File: src/rtl/core/ec_pkg.sv
package ec_pkg;

  // field widths
  localparam int EpochW = 32;
  localparam int YearW  = 8;
  localparam int MonW   = 4;
  localparam int MdayW  = 5;
  localparam int DoyW   = 9;
  localparam int HourW  = 5;
  localparam int MinW   = 6;
  localparam int SecW   = 6;

  // internal widths
  localparam int DaysW  = 16;   // whole days since epoch, < 49711
  localparam int SodW   = 17;   // second of day, < 86400
  localparam int QuadW  = 6;    // four-year cycles since 1968, < 35
  localparam int RemW   = 11;   // day within a four-year cycle, < 1461
  localparam int MtW    = 11;   // minute of day, < 1440

  // pipeline shape
  localparam int SplitStages = 3;
  localparam int LaneStages  = 5;
  localparam int StageCount  = 1 + SplitStages + LaneStages;

  // time constants
  localparam logic [EpochW-1:0] EpochLimit = 32'd4102444800;
  localparam logic [16:0] SecsPerDay  = 17'd86400;
  localparam logic [15:0] DayRecip    = 16'd49710;  // floor(2^25 / 675)
  localparam logic [15:0] DaysToEpoch = 16'd731;    // 1968-01-01 to 1970-01-01
  localparam logic [10:0] DaysPerQuad = 11'd1461;
  localparam logic [5:0]  QuadRecip   = 6'd44;      // floor(2^16 / 1461)
  localparam logic [11:0] MinRecip    = 12'd2184;   // floor(2^15 / 15)
  localparam logic [5:0]  SecsPerMin  = 6'd60;
  localparam logic [5:0]  MinsPerHour = 6'd60;
  localparam int          HoursPerDay = 24;
  localparam logic [YearW-1:0] YearBase = 8'd68;    // 1968 - 1900
  localparam logic [8:0]  DaysLeapYear = 9'd366;
  localparam logic [8:0]  DaysCommonYear = 9'd365;

  // months
  localparam int MonthCount = 12;
  localparam logic [MonW-1:0]  MonFeb      = 4'd1;
  localparam logic [MonW-1:0]  MonLast     = 4'd11;
  localparam logic [DoyW-1:0]  LeapDayDoy  = 9'd59;
  localparam logic [MdayW-1:0] LeapDayMday = 5'd29;

  // first day of year of each month, common year
  function automatic logic [DoyW-1:0] month_start(input logic [MonW-1:0] m);
    logic [DoyW-1:0] s;
    unique case (m)
      4'd0:    s = 9'd0;
      4'd1:    s = 9'd31;
      4'd2:    s = 9'd59;
      4'd3:    s = 9'd90;
      4'd4:    s = 9'd120;
      4'd5:    s = 9'd151;
      4'd6:    s = 9'd181;
      4'd7:    s = 9'd212;
      4'd8:    s = 9'd243;
      4'd9:    s = 9'd273;
      4'd10:   s = 9'd304;
      4'd11:   s = 9'd334;
      default: s = 9'd0;
    endcase
    return s;
  endfunction

endpackage

File: src/rtl/core/ec_if.sv
interface ec_in_if;
  import ec_pkg::*;
  logic              valid;
  logic              ready;
  logic [EpochW-1:0] epoch_seconds;
  modport source(output valid, output epoch_seconds, input ready);
  modport sink(input valid, input epoch_seconds, output ready);
endinterface

interface ec_out_if;
  import ec_pkg::*;
  logic             valid;
  logic             ready;
  logic [YearW-1:0] year_since_1900;
  logic [MonW-1:0]  month_index;
  logic [MdayW-1:0] day_of_month;
  logic [DoyW-1:0]  day_of_year;
  logic [HourW-1:0] hour_of_day;
  logic [MinW-1:0]  minute_of_hour;
  logic [SecW-1:0]  second_of_minute;
  logic             out_of_range;
  modport source(output valid, output year_since_1900, output month_index,
                 output day_of_month, output day_of_year, output hour_of_day,
                 output minute_of_hour, output second_of_minute,
                 output out_of_range, input ready);
  modport sink(input valid, input year_since_1900, input month_index,
               input day_of_month, input day_of_year, input hour_of_day,
               input minute_of_hour, input second_of_minute,
               input out_of_range, output ready);
endinterface

File: src/rtl/core/ec_split.sv
module ec_split (
  input  logic                             clk,
  input  logic [ec_pkg::SplitStages-1:0]   en,
  input  logic [ec_pkg::EpochW-1:0]        t,
  output logic [ec_pkg::DaysW-1:0]         days,
  output logic [ec_pkg::SodW-1:0]          sod,
  output logic                             oor
);
  import ec_pkg::*;

  // stage 1: t/128 times reciprocal of 675
  logic [40:0]       prod;
  logic [EpochW-1:0] t1;
  logic              oor1;
  // stage 2: day estimate (exact or one low) and its start second
  logic [DaysW-1:0]  qe;
  logic [EpochW-1:0] base;
  logic [EpochW-1:0] base_next;
  logic [EpochW-1:0] t2;
  logic              oor2;
  // stage 3: fix-up
  logic [EpochW-1:0] diff;
  logic [17:0]       rem;

  assign base_next = EpochW'(prod[40:25]) * EpochW'(SecsPerDay);
  assign diff      = t2 - base;
  assign rem       = diff[17:0];

  always_ff @(posedge clk) begin
    if (en[0]) begin
      prod <= 41'(t[EpochW-1:7]) * 41'(DayRecip);
      t1   <= t;
      oor1 <= (t >= EpochLimit);
    end
    if (en[1]) begin
      qe   <= prod[40:25];
      base <= base_next;
      t2   <= t1;
      oor2 <= oor1;
    end
    if (en[2]) begin
      oor <= oor2;
      if (rem >= 18'(SecsPerDay)) begin
        days <= qe + 1'b1;
        sod  <= SodW'(rem - 18'(SecsPerDay));
      end else begin
        days <= qe;
        sod  <= rem[SodW-1:0];
      end
    end
  end

endmodule

File: src/rtl/core/ec_date.sv
module ec_date (
  input  logic                            clk,
  input  logic [ec_pkg::LaneStages-1:0]   en,
  input  logic [ec_pkg::DaysW-1:0]        days,
  output logic [ec_pkg::YearW-1:0]        year,
  output logic [ec_pkg::MonW-1:0]         mon,
  output logic [ec_pkg::MdayW-1:0]        mday,
  output logic [ec_pkg::DoyW-1:0]        doy
);
  import ec_pkg::*;

  // stage 1: days from 1968 and cycle estimate
  logic [DaysW-1:0] d_next;
  logic [21:0]      qprod;
  logic [DaysW-1:0] d1;
  logic [QuadW-1:0] qe1;
  // stage 2: start day of estimated cycle
  logic [DaysW-1:0] d2;
  logic [QuadW-1:0] qe2;
  logic [DaysW-1:0] base2;
  // stage 3: fixed cycle and day within it
  logic [DaysW-1:0] diff;
  logic [11:0]      r3;
  logic [QuadW-1:0] quad3;
  logic [RemW-1:0]  rem3;
  // stage 4: year within cycle
  logic [YearW-1:0] year4;
  logic [DoyW-1:0]  doy4;
  logic             leap4;
  logic [1:0]       yoff;
  logic [DoyW-1:0]  doy_next;
  // stage 5: month search
  logic [DoyW-1:0]  cmp;
  logic [MonW-1:0]  mon_next;
  logic [MdayW-1:0] mday_next;

  assign d_next = days + DaysToEpoch;
  assign qprod  = 22'(d_next) * 22'(QuadRecip);
  assign diff   = d2 - base2;
  assign r3     = diff[11:0];

  always_comb begin
    if (rem3 < RemW'(DaysLeapYear)) begin
      yoff     = 2'd0;
      doy_next = DoyW'(rem3);
    end else if (rem3 < RemW'(DaysLeapYear) + RemW'(DaysCommonYear)) begin
      yoff     = 2'd1;
      doy_next = DoyW'(rem3 - RemW'(DaysLeapYear));
    end else if (rem3 < RemW'(DaysLeapYear) + 11'd2 * RemW'(DaysCommonYear)) begin
      yoff     = 2'd2;
      doy_next = DoyW'(rem3 - RemW'(DaysLeapYear) - RemW'(DaysCommonYear));
    end else begin
      yoff     = 2'd3;
      doy_next = DoyW'(rem3 - RemW'(DaysLeapYear) - 11'd2 * RemW'(DaysCommonYear));
    end
  end

  // leap day gets its own answer; later days of a leap year shift back one
  always_comb begin
    cmp       = (leap4 && doy4 > LeapDayDoy) ? doy4 - 1'b1 : doy4;
    mon_next  = '0;
    for (int k = 1; k < MonthCount; k++) begin
      if (cmp >= month_start(MonW'(k))) mon_next = MonW'(k);
    end
    mday_next = MdayW'(cmp - month_start(mon_next) + 1'b1);
    if (leap4 && doy4 == LeapDayDoy) begin
      mon_next  = MonFeb;
      mday_next = LeapDayMday;
    end
  end

  always_ff @(posedge clk) begin
    if (en[0]) begin
      d1  <= d_next;
      qe1 <= qprod[21:16];
    end
    if (en[1]) begin
      d2    <= d1;
      qe2   <= qe1;
      base2 <= DaysW'(qe1) * DaysW'(DaysPerQuad);
    end
    if (en[2]) begin
      if (r3 >= 12'(DaysPerQuad)) begin
        quad3 <= qe2 + 1'b1;
        rem3  <= RemW'(r3 - 12'(DaysPerQuad));
      end else begin
        quad3 <= qe2;
        rem3  <= r3[RemW-1:0];
      end
    end
    if (en[3]) begin
      year4 <= YearBase + {quad3, 2'b00} + YearW'(yoff);
      doy4  <= doy_next;
      leap4 <= (yoff == 2'd0);
    end
    if (en[4]) begin
      year <= year4;
      doy  <= doy4;
      mon  <= mon_next;
      mday <= mday_next;
    end
  end

endmodule

File: src/rtl/core/ec_clock.sv
module ec_clock (
  input  logic                            clk,
  input  logic [ec_pkg::LaneStages-1:0]   en,
  input  logic [ec_pkg::SodW-1:0]         sod,
  output logic [ec_pkg::HourW-1:0]        hour,
  output logic [ec_pkg::MinW-1:0]         minute,
  output logic [ec_pkg::SecW-1:0]         second
);
  import ec_pkg::*;

  // stage 1: sod/4 times reciprocal of 15
  logic [26:0]      p1;
  logic [SodW-1:0]  sod1;
  // stage 2: minute estimate and its start second
  logic [MtW-1:0]   mte2;
  logic [SodW-1:0]  base2;
  logic [SodW-1:0]  sod2;
  // stage 3: fix-up
  logic [SodW-1:0]  diff;
  logic [6:0]       r3;
  logic [MtW-1:0]   mt3;
  logic [SecW-1:0]  sec3;
  // stage 4: hour by threshold compare
  logic [HourW-1:0] hour_next;
  logic [HourW-1:0] hour4;
  logic [MtW-1:0]   mt4;
  logic [MtW-1:0]   hbase4;
  logic [SecW-1:0]  sec4;

  assign diff = sod2 - base2;
  assign r3   = diff[6:0];

  always_comb begin
    hour_next = '0;
    for (int k = 1; k < HoursPerDay; k++) begin
      if (mt3 >= MtW'(k) * MtW'(MinsPerHour)) hour_next = HourW'(k);
    end
  end

  always_ff @(posedge clk) begin
    if (en[0]) begin
      p1   <= 27'(sod[SodW-1:2]) * 27'(MinRecip);
      sod1 <= sod;
    end
    if (en[1]) begin
      mte2  <= p1[25:15];
      base2 <= SodW'(p1[25:15]) * SodW'(SecsPerMin);
      sod2  <= sod1;
    end
    if (en[2]) begin
      if (r3 >= 7'(SecsPerMin)) begin
        mt3  <= mte2 + 1'b1;
        sec3 <= SecW'(r3 - 7'(SecsPerMin));
      end else begin
        mt3  <= mte2;
        sec3 <= r3[SecW-1:0];
      end
    end
    if (en[3]) begin
      hour4  <= hour_next;
      hbase4 <= MtW'(hour_next) * MtW'(MinsPerHour);
      mt4    <= mt3;
      sec4   <= sec3;
    end
    if (en[4]) begin
      hour   <= hour4;
      minute <= MinW'(mt4 - hbase4);
      second <= sec4;
    end
  end

endmodule

File: src/rtl/core/epoch_seconds_to_calendar.sv
// Seconds-since-1970 to UTC calendar converter.
//
// stamp (sink): one transfer carries epoch_seconds, an unsigned count of
//   seconds since 1970-01-01 00:00:00 UTC.
// calendar (source): one transfer per input, in order, carrying year - 1900,
//   month (0 = Jan), day of month, day of year, hour, minute, second and
//   out_of_range. Inputs at or past 2100-01-01 00:00:00 give out_of_range = 1
//   with every other field zero. Leap years are every fourth year.
//
// Nine-deep pipeline: input register, three stages splitting days from the
// second of day (reciprocal multiply, back-multiply, one-step fix-up), then
// date and time-of-day lanes of five stages each, the last being the result
// register. Throughput: one item per cycle while calendar.ready stays high.
// Each stage holds its item until the next stage frees up, so a stalled
// receiver fills empty slots first; stamp.ready drops only when all nine
// stages hold items. Nothing is lost or repeated under stalls.
// Reset (rst, synchronous) empties the pipeline; no other state.
module epoch_seconds_to_calendar (
  input  logic      clk,
  input  logic      rst,
  ec_in_if.sink     stamp,
  ec_out_if.source  calendar
);
  import ec_pkg::*;

  logic [StageCount-1:0] vld;   // per-stage occupancy
  logic [StageCount-1:0] en;    // stage loads this cycle
  logic [EpochW-1:0]     t;     // input register

  logic [DaysW-1:0]      days;
  logic [SodW-1:0]       sod;
  logic                  oor_split;
  logic [LaneStages-1:0] oor_pipe;

  logic [YearW-1:0]      year;
  logic [MonW-1:0]       mon;
  logic [MdayW-1:0]      mday;
  logic [DoyW-1:0]       doy;
  logic [HourW-1:0]      hour;
  logic [MinW-1:0]       minute;
  logic [SecW-1:0]       second;

  // a stage may load when empty or when its item moves on
  always_comb begin
    en[StageCount-1] = !vld[StageCount-1] || calendar.ready;
    for (int i = StageCount - 2; i >= 0; i--) begin
      en[i] = !vld[i] || en[i+1];
    end
  end

  always_ff @(posedge clk) begin
    if (rst) begin
      vld <= '0;
    end else begin
      if (en[0]) vld[0] <= stamp.valid;
      for (int i = 1; i < StageCount; i++) begin
        if (en[i]) vld[i] <= vld[i-1];
      end
    end
  end

  always_ff @(posedge clk) begin
    if (en[0]) t <= stamp.epoch_seconds;
  end

  ec_split u_split (
    .clk  (clk),
    .en   (en[SplitStages:1]),
    .t    (t),
    .days (days),
    .sod  (sod),
    .oor  (oor_split)
  );

  // range flag rides alongside the lanes
  always_ff @(posedge clk) begin
    if (en[SplitStages+1]) oor_pipe[0] <= oor_split;
    for (int i = 1; i < LaneStages; i++) begin
      if (en[SplitStages+1+i]) oor_pipe[i] <= oor_pipe[i-1];
    end
  end

  ec_date u_date (
    .clk  (clk),
    .en   (en[StageCount-1:SplitStages+1]),
    .days (days),
    .year (year),
    .mon  (mon),
    .mday (mday),
    .doy  (doy)
  );

  ec_clock u_clock (
    .clk    (clk),
    .en     (en[StageCount-1:SplitStages+1]),
    .sod    (sod),
    .hour   (hour),
    .minute (minute),
    .second (second)
  );

  assign stamp.ready = en[0];

  assign calendar.valid            = vld[StageCount-1];
  assign calendar.out_of_range     = oor_pipe[LaneStages-1];
  assign calendar.year_since_1900  = oor_pipe[LaneStages-1] ? '0 : year;
  assign calendar.month_index      = oor_pipe[LaneStages-1] ? '0 : mon;
  assign calendar.day_of_month     = oor_pipe[LaneStages-1] ? '0 : mday;
  assign calendar.day_of_year      = oor_pipe[LaneStages-1] ? '0 : doy;
  assign calendar.hour_of_day      = oor_pipe[LaneStages-1] ? '0 : hour;
  assign calendar.minute_of_hour   = oor_pipe[LaneStages-1] ? '0 : minute;
  assign calendar.second_of_minute = oor_pipe[LaneStages-1] ? '0 : second;

  // in-range results carry a real date
  a_date_sane: assert property (@(posedge clk) disable iff (rst)
    calendar.valid && !calendar.out_of_range |->
      calendar.day_of_month != '0 && calendar.month_index <= MonLast)
    else $error("calendar date out of bounds");

  // in-range results carry a real time of day
  a_time_sane: assert property (@(posedge clk) disable iff (rst)
    calendar.valid && !calendar.out_of_range |->
      calendar.hour_of_day < HourW'(HoursPerDay) &&
      calendar.minute_of_hour < MinsPerHour &&
      calendar.second_of_minute < SecsPerMin)
    else $error("calendar time out of bounds");

  // taking input under a stalled output needs a free slot somewhere
  a_no_overfill: assert property (@(posedge clk) disable iff (rst)
    stamp.ready && calendar.valid && !calendar.ready |-> !(&vld))
    else $error("input taken with full pipeline");

  // reset empties the result register
  a_reset_empty: assert property (@(posedge clk)
    $past(rst) |-> !calendar.valid)
    else $error("result valid right after reset");

endmodule

File: src/flat_wrapper.sv
// flat-port wrapper written by rule: the top's interface ports become plain ports
module epoch_seconds_to_calendar_flat import ec_pkg::*;
  (clk, rst, stamp_valid, stamp_epoch_seconds, stamp_ready, calendar_valid, calendar_year_since_1900, calendar_month_index, calendar_day_of_month, calendar_day_of_year, calendar_hour_of_day, calendar_minute_of_hour, calendar_second_of_minute, calendar_out_of_range, calendar_ready);
  ec_in_if stamp_i ();
  ec_out_if calendar_i ();
  input  logic clk;
  input  logic rst;
  input wire logic [$bits(stamp_i.valid)-1:0] stamp_valid;
  input wire logic [$bits(stamp_i.epoch_seconds)-1:0] stamp_epoch_seconds;
  output wire logic [$bits(stamp_i.ready)-1:0] stamp_ready;
  output wire logic [$bits(calendar_i.valid)-1:0] calendar_valid;
  output wire logic [$bits(calendar_i.year_since_1900)-1:0] calendar_year_since_1900;
  output wire logic [$bits(calendar_i.month_index)-1:0] calendar_month_index;
  output wire logic [$bits(calendar_i.day_of_month)-1:0] calendar_day_of_month;
  output wire logic [$bits(calendar_i.day_of_year)-1:0] calendar_day_of_year;
  output wire logic [$bits(calendar_i.hour_of_day)-1:0] calendar_hour_of_day;
  output wire logic [$bits(calendar_i.minute_of_hour)-1:0] calendar_minute_of_hour;
  output wire logic [$bits(calendar_i.second_of_minute)-1:0] calendar_second_of_minute;
  output wire logic [$bits(calendar_i.out_of_range)-1:0] calendar_out_of_range;
  input wire logic [$bits(calendar_i.ready)-1:0] calendar_ready;
  assign stamp_i.valid = stamp_valid;
  assign stamp_i.epoch_seconds = stamp_epoch_seconds;
  assign stamp_ready = stamp_i.ready;
  assign calendar_valid = calendar_i.valid;
  assign calendar_year_since_1900 = calendar_i.year_since_1900;
  assign calendar_month_index = calendar_i.month_index;
  assign calendar_day_of_month = calendar_i.day_of_month;
  assign calendar_day_of_year = calendar_i.day_of_year;
  assign calendar_hour_of_day = calendar_i.hour_of_day;
  assign calendar_minute_of_hour = calendar_i.minute_of_hour;
  assign calendar_second_of_minute = calendar_i.second_of_minute;
  assign calendar_out_of_range = calendar_i.out_of_range;
  assign calendar_i.ready = calendar_ready;
  epoch_seconds_to_calendar u_core (.clk(clk), .rst(rst), .stamp(stamp_i), .calendar(calendar_i));
endmodule
File: config.mk
export PLATFORM = sky130hd
export DESIGN_NAME = epoch_seconds_to_calendar_flat
export DESIGN_NICKNAME = d
export VERILOG_FILES = /design/src/rtl/core/ec_pkg.sv /design/src/rtl/core/ec_if.sv /design/src/rtl/core/ec_split.sv /design/src/rtl/core/ec_date.sv /design/src/rtl/core/ec_clock.sv /design/src/rtl/core/epoch_seconds_to_calendar.sv /design/src/flat_wrapper.sv
export SDC_FILE = /design/constraint.sdc
export NUM_CORES = 1
export LEC_CHECK = 0
export BUFFER_PORTS_ARGS = -buffer_cell sky130_fd_sc_hd__buf_2
export CAP_MARGIN = 5
export CORE_MARGIN = 2
export CORE_UTILIZATION = 55
export DETAILED_ROUTE_END_ITERATION = 16
export GPL_TIMING_DRIVEN = 0
export MAX_ROUTING_LAYER = met4
export PLACE_DENSITY = 0.75
export SLEW_MARGIN = 20
export SYNTH_ARGS = -nofsm -noshare
export SYNTH_HDL_FRONTEND = slang
export SYNTH_HIERARCHICAL = 1
export SYNTH_SLANG_ARGS = --single-unit
File: constraint.sdc
create_clock -name clk -period 5.7 [get_ports clk]
set_input_delay 0.285 -clock clk [delete_from_list [all_inputs] [get_ports clk]]
set_output_delay 0.285 -clock clk [all_outputs]
set_load 0.01 [all_outputs]
==> run summary, run 1 <==
- 0 ns — Setup TNS
- 0.935 — last weighted congestion value of the routability-driven placer
- 80 — Row Count
- 2893 — number of nets in the synthesized netlist
- 0.0281 sq mm — total placed instance area
- 361 — #FFs+latches synth
- fa_1 — cell type with the highest occurrence count on the critical path
- 3035 — dpl cells
- flop — Critical Path Sink Type
- adder cells — kind of cell adding the most delay to the critical path
- 18400 — number of global-route vias before repair
- 16.4 microns — Wirelength per Cell
- 96 — unique cell type count in the Yosys netlist
- 0.07 ns — clock transition time at the flip-flop clock pins of the worst setup and hold paths
- flop — startpoint types
- 0.0108 sq mm — Register Area
- 0.0268 sq mm — Post-Synthesis Cell Area
- 225 microns — Chip Height
- inv_1 — leading cell type in the layout, fill and taps excluded
- 0.559 — Initial Utilization
- inv_1, ha_1, edfxtp_1 — highest-count cells in the layout ignoring fill and taps
- 6.01 ns — worst endpoint required time
- 41 — Inserted Clock Buffers
- 17700 — number of vias in the routed layout
- 0.639 — Util after Layout
- 0.402 — Seq/Total Area, Yosys
- 352 — number of enable-type register cells in the synthesized netlist
- 5.97 ns — Worst Path Arrival
- clkbuf_16 — root buffer selected by CTS
- 0.57 ns — later-pin clock latency in the skew report
- 3199 — post-route non-filler standard cell count
- flop to flop — critical path type
- 5.67 ns — final period demand of the worst path
- 0 — initial antenna violation count
- primary input to flop — type of the most critical hold path
- 3 — Buffers & Inverters on Critical Path
- 0.216 — GRT Total Usage
- 0.803 ns — transition time at the pin with the least slew margin
- 80 — Port Buffers
- true — unrepaired setup endpoints after global routing
- 176 MHz — FMAX
- 11.5 sq um — mean cell area of the mapped netlist
- 82 — io pins
- 225 microns — width of the die
- 3 — CTS Buffer Depth
- 0.0306 sq mm — final non-filler cell area
- 0 — final antenna-violating net count
- 2336 — number of instances in the synthesized netlist
- 49 — pin count of the biggest net entering global routing
- 2 — H-Tree Depth
- 5.54 — via-per-instance ratio
- 0 — # diodes
- fa_1 — standard cell with the maximum stage delay on the critical path
- 52600 microns — wire length after detailed routing
- completed — outcome
- 3111 — Nets
- built — clock tree from TritonCTS
- 0.56 ns — largest stage delay on the critical path
- 0.03 ns — register-to-register setup slack
- ha_1 > inv_2 > ha_4 > fa_1 > fa_1 > fa_1 > inv_1 > fa_1 > inv_1 > ha_4 > nand4_1 > or4_4 > a31oi_4 > nor2_4 > or3_1 > a311oi_2 > xor2_1 — worst path cell trace
- 3563 — number of fill cells
- 0.459 — headroom to the max-slew limit
- 0.994 — Final period util
- 0 — detailed-route DRC error count
- 0.0148 sq mm — multi-input logic area
- 0 — gr ovfl total
- 0 — share of synthesized flip-flops with an asynchronous set or reset
- 39200 microns — placed wire-length estimate
- edfxtp_1 — Post-synth top flop
- 5 — peak fanout along the critical path
- 983 — violation count after the first detailed-routing iteration
- 86100 microns — first-pass GRT wire length
- 14.3% — post-synthesis to final-layout area growth
- 0 — Hold Fails Final Rpt
- 0.0260 ns — skew final
- 0.0478 sq mm — total core area
- 0.138 — ratio of cells with drive above 1 in the final layout
- 0.0504 sq mm — area enclosed by the die boundary
- 5 — Pre-Repair DR Iteration Count
- 0 — final setup vio count
- 6 — count of warnings emitted by yosys
- 0 — max-capacitance violation count
- 0 — Final Slew Violations
- 361 — clock net sink count
layer usage:
layer | vias up | GRT usage | routed length [microns]
met2 | 403 | 0.400 | 28400
li1 | 8601 | - | -
met1 | 8557 | 0.234 | 20300
met5 | - | - | 0
met4 | 0 | 0.0793 | 1850
met3 | 149 | 0.0331 | 2030
synthesized netlist by cell type, drive strengths merged (15+ instances only):
master / n / area [sq um]
o21ai: 67 / 343
inv: 394 / 1480
a211oi: 20 / 150
o21bai: 16 / 120
buf: 26 / 165
xnor2: 125 / 1140
a31oi: 16 / 106
o211ai: 19 / 143
xor2: 52 / 463
nand3: 47 / 248
nor3: 40 / 231
nor2b: 63 / 394
fa: 138 / 2760
a21oi: 107 / 554
ha: 383 / 4790
clkbuf: 20 / 75.1
nand4: 30 / 228
a21o: 30 / 225
o21a: 15 / 113
nand2b: 18 / 113
nand2: 87 / 327
and3: 17 / 106
edfxtp: 352 / 10600
nor2: 81 / 312
registers in the layout, indices dropped and copies added (netlist names), 11 cells and up:
register,flops
u_core/u_split/prod,16
u_core/u_split/t1,18
u_core/u_clock/p1,11
u_core/u_split/sod,17
u_core/u_split/days,16
u_core/u_split/t2,18
u_core/t,32
u_core/u_date/rem3,11
u_core/u_clock/mte2,11
u_core/u_clock/mt3,11
u_core/u_split/qe,16
u_core/u_date/d2,12
u_core/u_date/d1,12
timing repair:
item | 4_1_cts | 5_1_grt
gates resized for setup | 22 | 76
setup buffers | 36 | 24
hold buffers | 33 | 0
cloned | 0 | 0
pin swaps | 9 | 42
setup endpoints to repair | 11 | 12
hold endpoints to repair | 33 | 0
worst paths after layout:
check                    startpoint                       to  depth (start not counted)
max                    u_core/t[17]  u_core/u_split/prod[39]                         17
min                             rst            u_core/vld[7]                          2
max reg2reg            u_core/t[17]  u_core/u_split/prod[39]                         17
min reg2reg  u_core/u_clock/sod1[5]   u_core/u_clock/sod2[5]                          0
cell type report:
type | instances | area share
clock buffer | 50 | 0.0347
sequential | 361 | 0.352
clock inverter | 23 | 0.00552
timing repair buffer | 177 | 0.0430
tap | 615 | 0.0252
buffer | 44 | 0.00761
multi-input combinational | 1535 | 0.483
inverter | 394 | 0.0491
worst reg2reg max path, cell delays in order, from the launching register on:
cell and delay (ns):
edfxtp_1 0.53, ha_1 0.36, inv_2 0.12, ha_4 0.22, fa_1 0.44, fa_1 0.54
fa_1 0.56, inv_1 0.06, fa_1 0.52, inv_1 0.07, ha_4 0.29, nand4_1 0.12
or4_4 0.56, a31oi_4 0.19, nor2_4 0.07, or3_1 0.33, a311oi_2 0.31, xor2_1 0.10
kinds of logic (layout without fill, tap and decap cells):
logic type,count (synthesis),after routing,share of synthesized area
DFF,361,361,0.402
buffers and inverters,440,688,0.0642
adders and majority gates,523,523,0.283
and+or+nand+nor,450,450,0.0913
xor gates and xnor gates,177,177,0.0598
muxes,15,15,0.00603
AOI/OAI and AO/OA,370,370,0.0938
metrics by stage:
step           hold WS, ns  worst slack (ns)
2_1_floorplan        0.384             0.222
3_3_place_gp         0.400            -0.377
3_5_place_dp         0.405            -0.542
4_1_cts              0.175           0.00724
5_1_grt              0.204           -0.0827
6_report             0.191            0.0314
Power of run 1 is left out: the tool's default activity adds up to more than one toggle a clock period on the data nets, which glitch-free logic cannot reach.
==> inputs of run 2 (changes only) <==
==> constraint.sdc (replaced) <==
create_clock -name clk -period 5.7 [get_ports clk]
set_input_delay 1.14 -clock clk [delete_from_list [all_inputs] [get_ports clk]]
set_output_delay 1.14 -clock clk [all_outputs]
set_load 0.01 [all_outputs]
==> run 2 against run 1 <==
  * Cell count down 1.0%
  * Clock skew up 0.0014 ns
  * Non-clock buffer count down 32
  * Die area unchanged
  * First-iteration DRC count down 1.1%
  * Sequential cell count unchanged
  * Clock-buffer cell count unchanged
  * Worst setup slack better by 0.048 ns
  * Sequential share of layout area up 0.44 points
  * Largest cell class unchanged
==> run summary, run 2 (synthesized netlist as in run 1, its figures left out) <==
- 0.07 ns — clock transition time at the flip-flop clock pins of the worst setup and hold paths, about the same
- 2 — H-Tree Depth, unchanged
- 0.0504 sq mm — area enclosed by the die boundary, unchanged
- 82 — io pins, unchanged
- flop — Critical Path Sink Type, unchanged
- 361 — clock net sink count, unchanged
- buf_6 > ha_1 > ha_4 > fa_1 > fa_1 > fa_1 > inv_1 > fa_1 > inv_1 > ha_4 > nand4_1 > or4_4 > a31oi_4 > nor2_4 > or3_1 > a311oi_2 > xor2_1 — worst path cell trace, was ha_1 > inv_2 > ha_4 > fa_1 > fa_1 > fa_1 > inv_1 > fa_1 > inv_1 > ha_4 > nand4_1 > or4_4 > a31oi_4 > nor2_4 > or3_1 > a311oi_2 > xor2_1
- adder cells — kind of cell adding the most delay to the critical path, unchanged
- 0.08 ns — register-to-register setup slack, was 0.03 ns
- inv_1, ha_1, edfxtp_1 — highest-count cells in the layout ignoring fill and taps, unchanged
- 0.0794 ns — post-layout worst setup margin, was 0.0314 ns
- clkbuf_16 — root buffer selected by CTS, unchanged
- 18300 — number of global-route vias before repair, was 18400
- 5 — Pre-Repair DR Iteration Count, unchanged
- 0 — # diodes, unchanged
- 3 — CTS Buffer Depth, unchanged
- 178 MHz — FMAX, was 176 MHz
- 4 — peak fanout along the critical path, was 5
- flop — startpoint types, unchanged
- 0.935 — last weighted congestion value of the routability-driven placer, unchanged
- 0.986 — Final period util, was 0.994
- completed — outcome, unchanged
- 0.801 ns — transition time at the pin with the least slew margin, was 0.803 ns
- fa_1 — cell type with the highest occurrence count on the critical path, unchanged
- u_core/u_split/prod[39] — endpoint of the lowest-slack register-to-register path, unchanged
- 0.0274 ns — skew final, was 0.0260 ns
- -0.542 ns — Post-Place Setup Slack, unchanged
- 80 — Row Count, unchanged
- 0.559 — Initial Utilization, unchanged
- 0 — Hold Fails Final Rpt, unchanged
- 0.0478 sq mm — total core area, unchanged
- 0 — max-capacitance violation count, unchanged
- flop to flop — type of the most critical hold path, was primary input to flop
- 0.631 — Util after Layout, was 0.639
- u_core/u_clock/sod1[5] — source of the worst hold timing path, was rst
- 0.56 ns — largest stage delay on the critical path, about the same
- 3 — Buffers & Inverters on Critical Path, unchanged
- 5.62 ns — final period demand of the worst path, was 5.67 ns
- 39200 microns — placed wire-length estimate, unchanged
- inv_1 — leading cell type in the layout, fill and taps excluded, unchanged
- 52000 microns — wire length after detailed routing, was 52600 microns
- 0 — worst hold path stage count, was 2
- 225 microns — Chip Height, unchanged
- 17 — r2r worst-path depth, unchanged
- 0 — initial antenna violation count, unchanged
- 17500 — number of vias in the routed layout, was 17700
- 49 — pin count of the biggest net entering global routing, unchanged
- u_core/t — Most flops, register, unchanged
- 0 — Final Slew Violations, unchanged
- 0 — final setup vio count, unchanged
- 225 microns — width of the die, unchanged
- 0.57 ns — later-pin clock latency in the skew report, about the same
- 12.9% — post-synthesis to final-layout area growth, was 14.3%
- 0 — detailed-route DRC error count, unchanged
- 3079 — Nets, was 3111
- 0.466 — headroom to the max-slew limit, was 0.459
- flop to flop — critical path type, unchanged
- 41 — Inserted Clock Buffers, unchanged
- 0.215 — GRT Total Usage, was 0.216
- 32 — max reg flops, unchanged
- 0 — gr ovfl total, unchanged
- 5.52 — via-per-instance ratio, was 5.54
- 85600 microns — first-pass GRT wire length, was 86100 microns
- u_core/t: 32 flops, u_core/u_split/t1: 18 flops, u_core/u_split/t2: 18 flops — registers with the highest flip-flop counts, unchanged
- 5.93 ns — Worst Path Arrival, was 5.97 ns
- true — unrepaired setup endpoints after global routing, unchanged
- u_core/t[17] — Worst R2R Start, unchanged
- 972 — violation count after the first detailed-routing iteration, was 983
- u_core/u_clock/sod2[5] — end point of the worst hold path, was u_core/vld[7]
- 80 — Port Buffers, unchanged
- 17 — number of stages on the worst setup path, unchanged
- 0.139 — ratio of cells with drive above 1 in the final layout, was 0.138
- built — clock tree from TritonCTS, unchanged
- or4_4 — standard cell with the maximum stage delay on the critical path, was fa_1
- 6.01 ns — worst endpoint required time, about the same
- 16.4 microns — Wirelength per Cell, about the same
- 0 — post-cts hold buffer count, was 33
- 0 — final antenna-violating net count, unchanged
[run 2: changes by cell type in the layout (fill, tap and decap cells not counted), moves of 2 or more]
cell,delta
buf_4,+3
buf_6,-2
dlygate4sd3_1,-33
ha_2,+3
ha_4,-3
o21ai_0,+2
o21ai_1,-2
[run 2: through the flow]
stage | cells | area [sq um] | setup TNS [ns] | hold slack (ns)
2_1_floorplan | 2336 | 26800 | 0 | 0.400
3_3_place_gp | 3031 | 27900 | -1.34 | 0.400
3_5_place_dp | 3035 | 28100 | -3.22 | 0.405
4_1_cts | 3144 | 29600 | 0 | 0.386
5_1_grt | 3167 | 30200 | -0.538 | 0.407
6_report | 3167 | 30200 | 0 | 0.388
[run 2: metal layers]
metal / global-route usage / routed length [microns] / share of wire
met5: - / 0 / 0
met4: 0.0788 / 1790 / 0.034
met3: 0.0331 / 1990 / 0.038
met2: 0.398 / 28000 / 0.54
met1: 0.234 / 20200 / 0.39
[run 2: what timing repair did]
item | 4_1_cts | 5_1_grt
resized for setup | 22 | 66
gates cloned | 0 | 0
pin swaps | 9 | 35
endpoints found under the setup margin | 11 | 12
buffers inserted | 36 | 25
[run 2: worst max-delay path by stage]
stage                 start                       to  slack, ns
2_1_floorplan  u_core/t[11]  u_core/u_split/prod[39]       0.22
3_3_place_gp   u_core/t[16]  u_core/u_split/prod[39]      -0.38
3_5_place_dp   u_core/t[15]  u_core/u_split/prod[38]      -0.54
4_1_cts        u_core/t[19]  u_core/u_split/prod[39]      0.007
5_1_grt        u_core/t[20]  u_core/u_split/prod[40]      -0.13
6_report       u_core/t[17]  u_core/u_split/prod[39]       0.08
[run 2: area by class of cell]
| type | count | area, sq um |
|---|---|---|
| multi-input cells | 1535 | 14700 |
| inverters | 394 | 1500 |
| clock inverters | 23 | 169 |
| clock buffers | 50 | 1060 |
| plain buffers | 44 | 233 |
| fillers | 3623 | 17600 |
| well taps | 615 | 769 |
| flip-flops and latches | 361 | 10800 |
| repair buffers | 145 | 983 |
Power of run 2 is left out for the same reason.
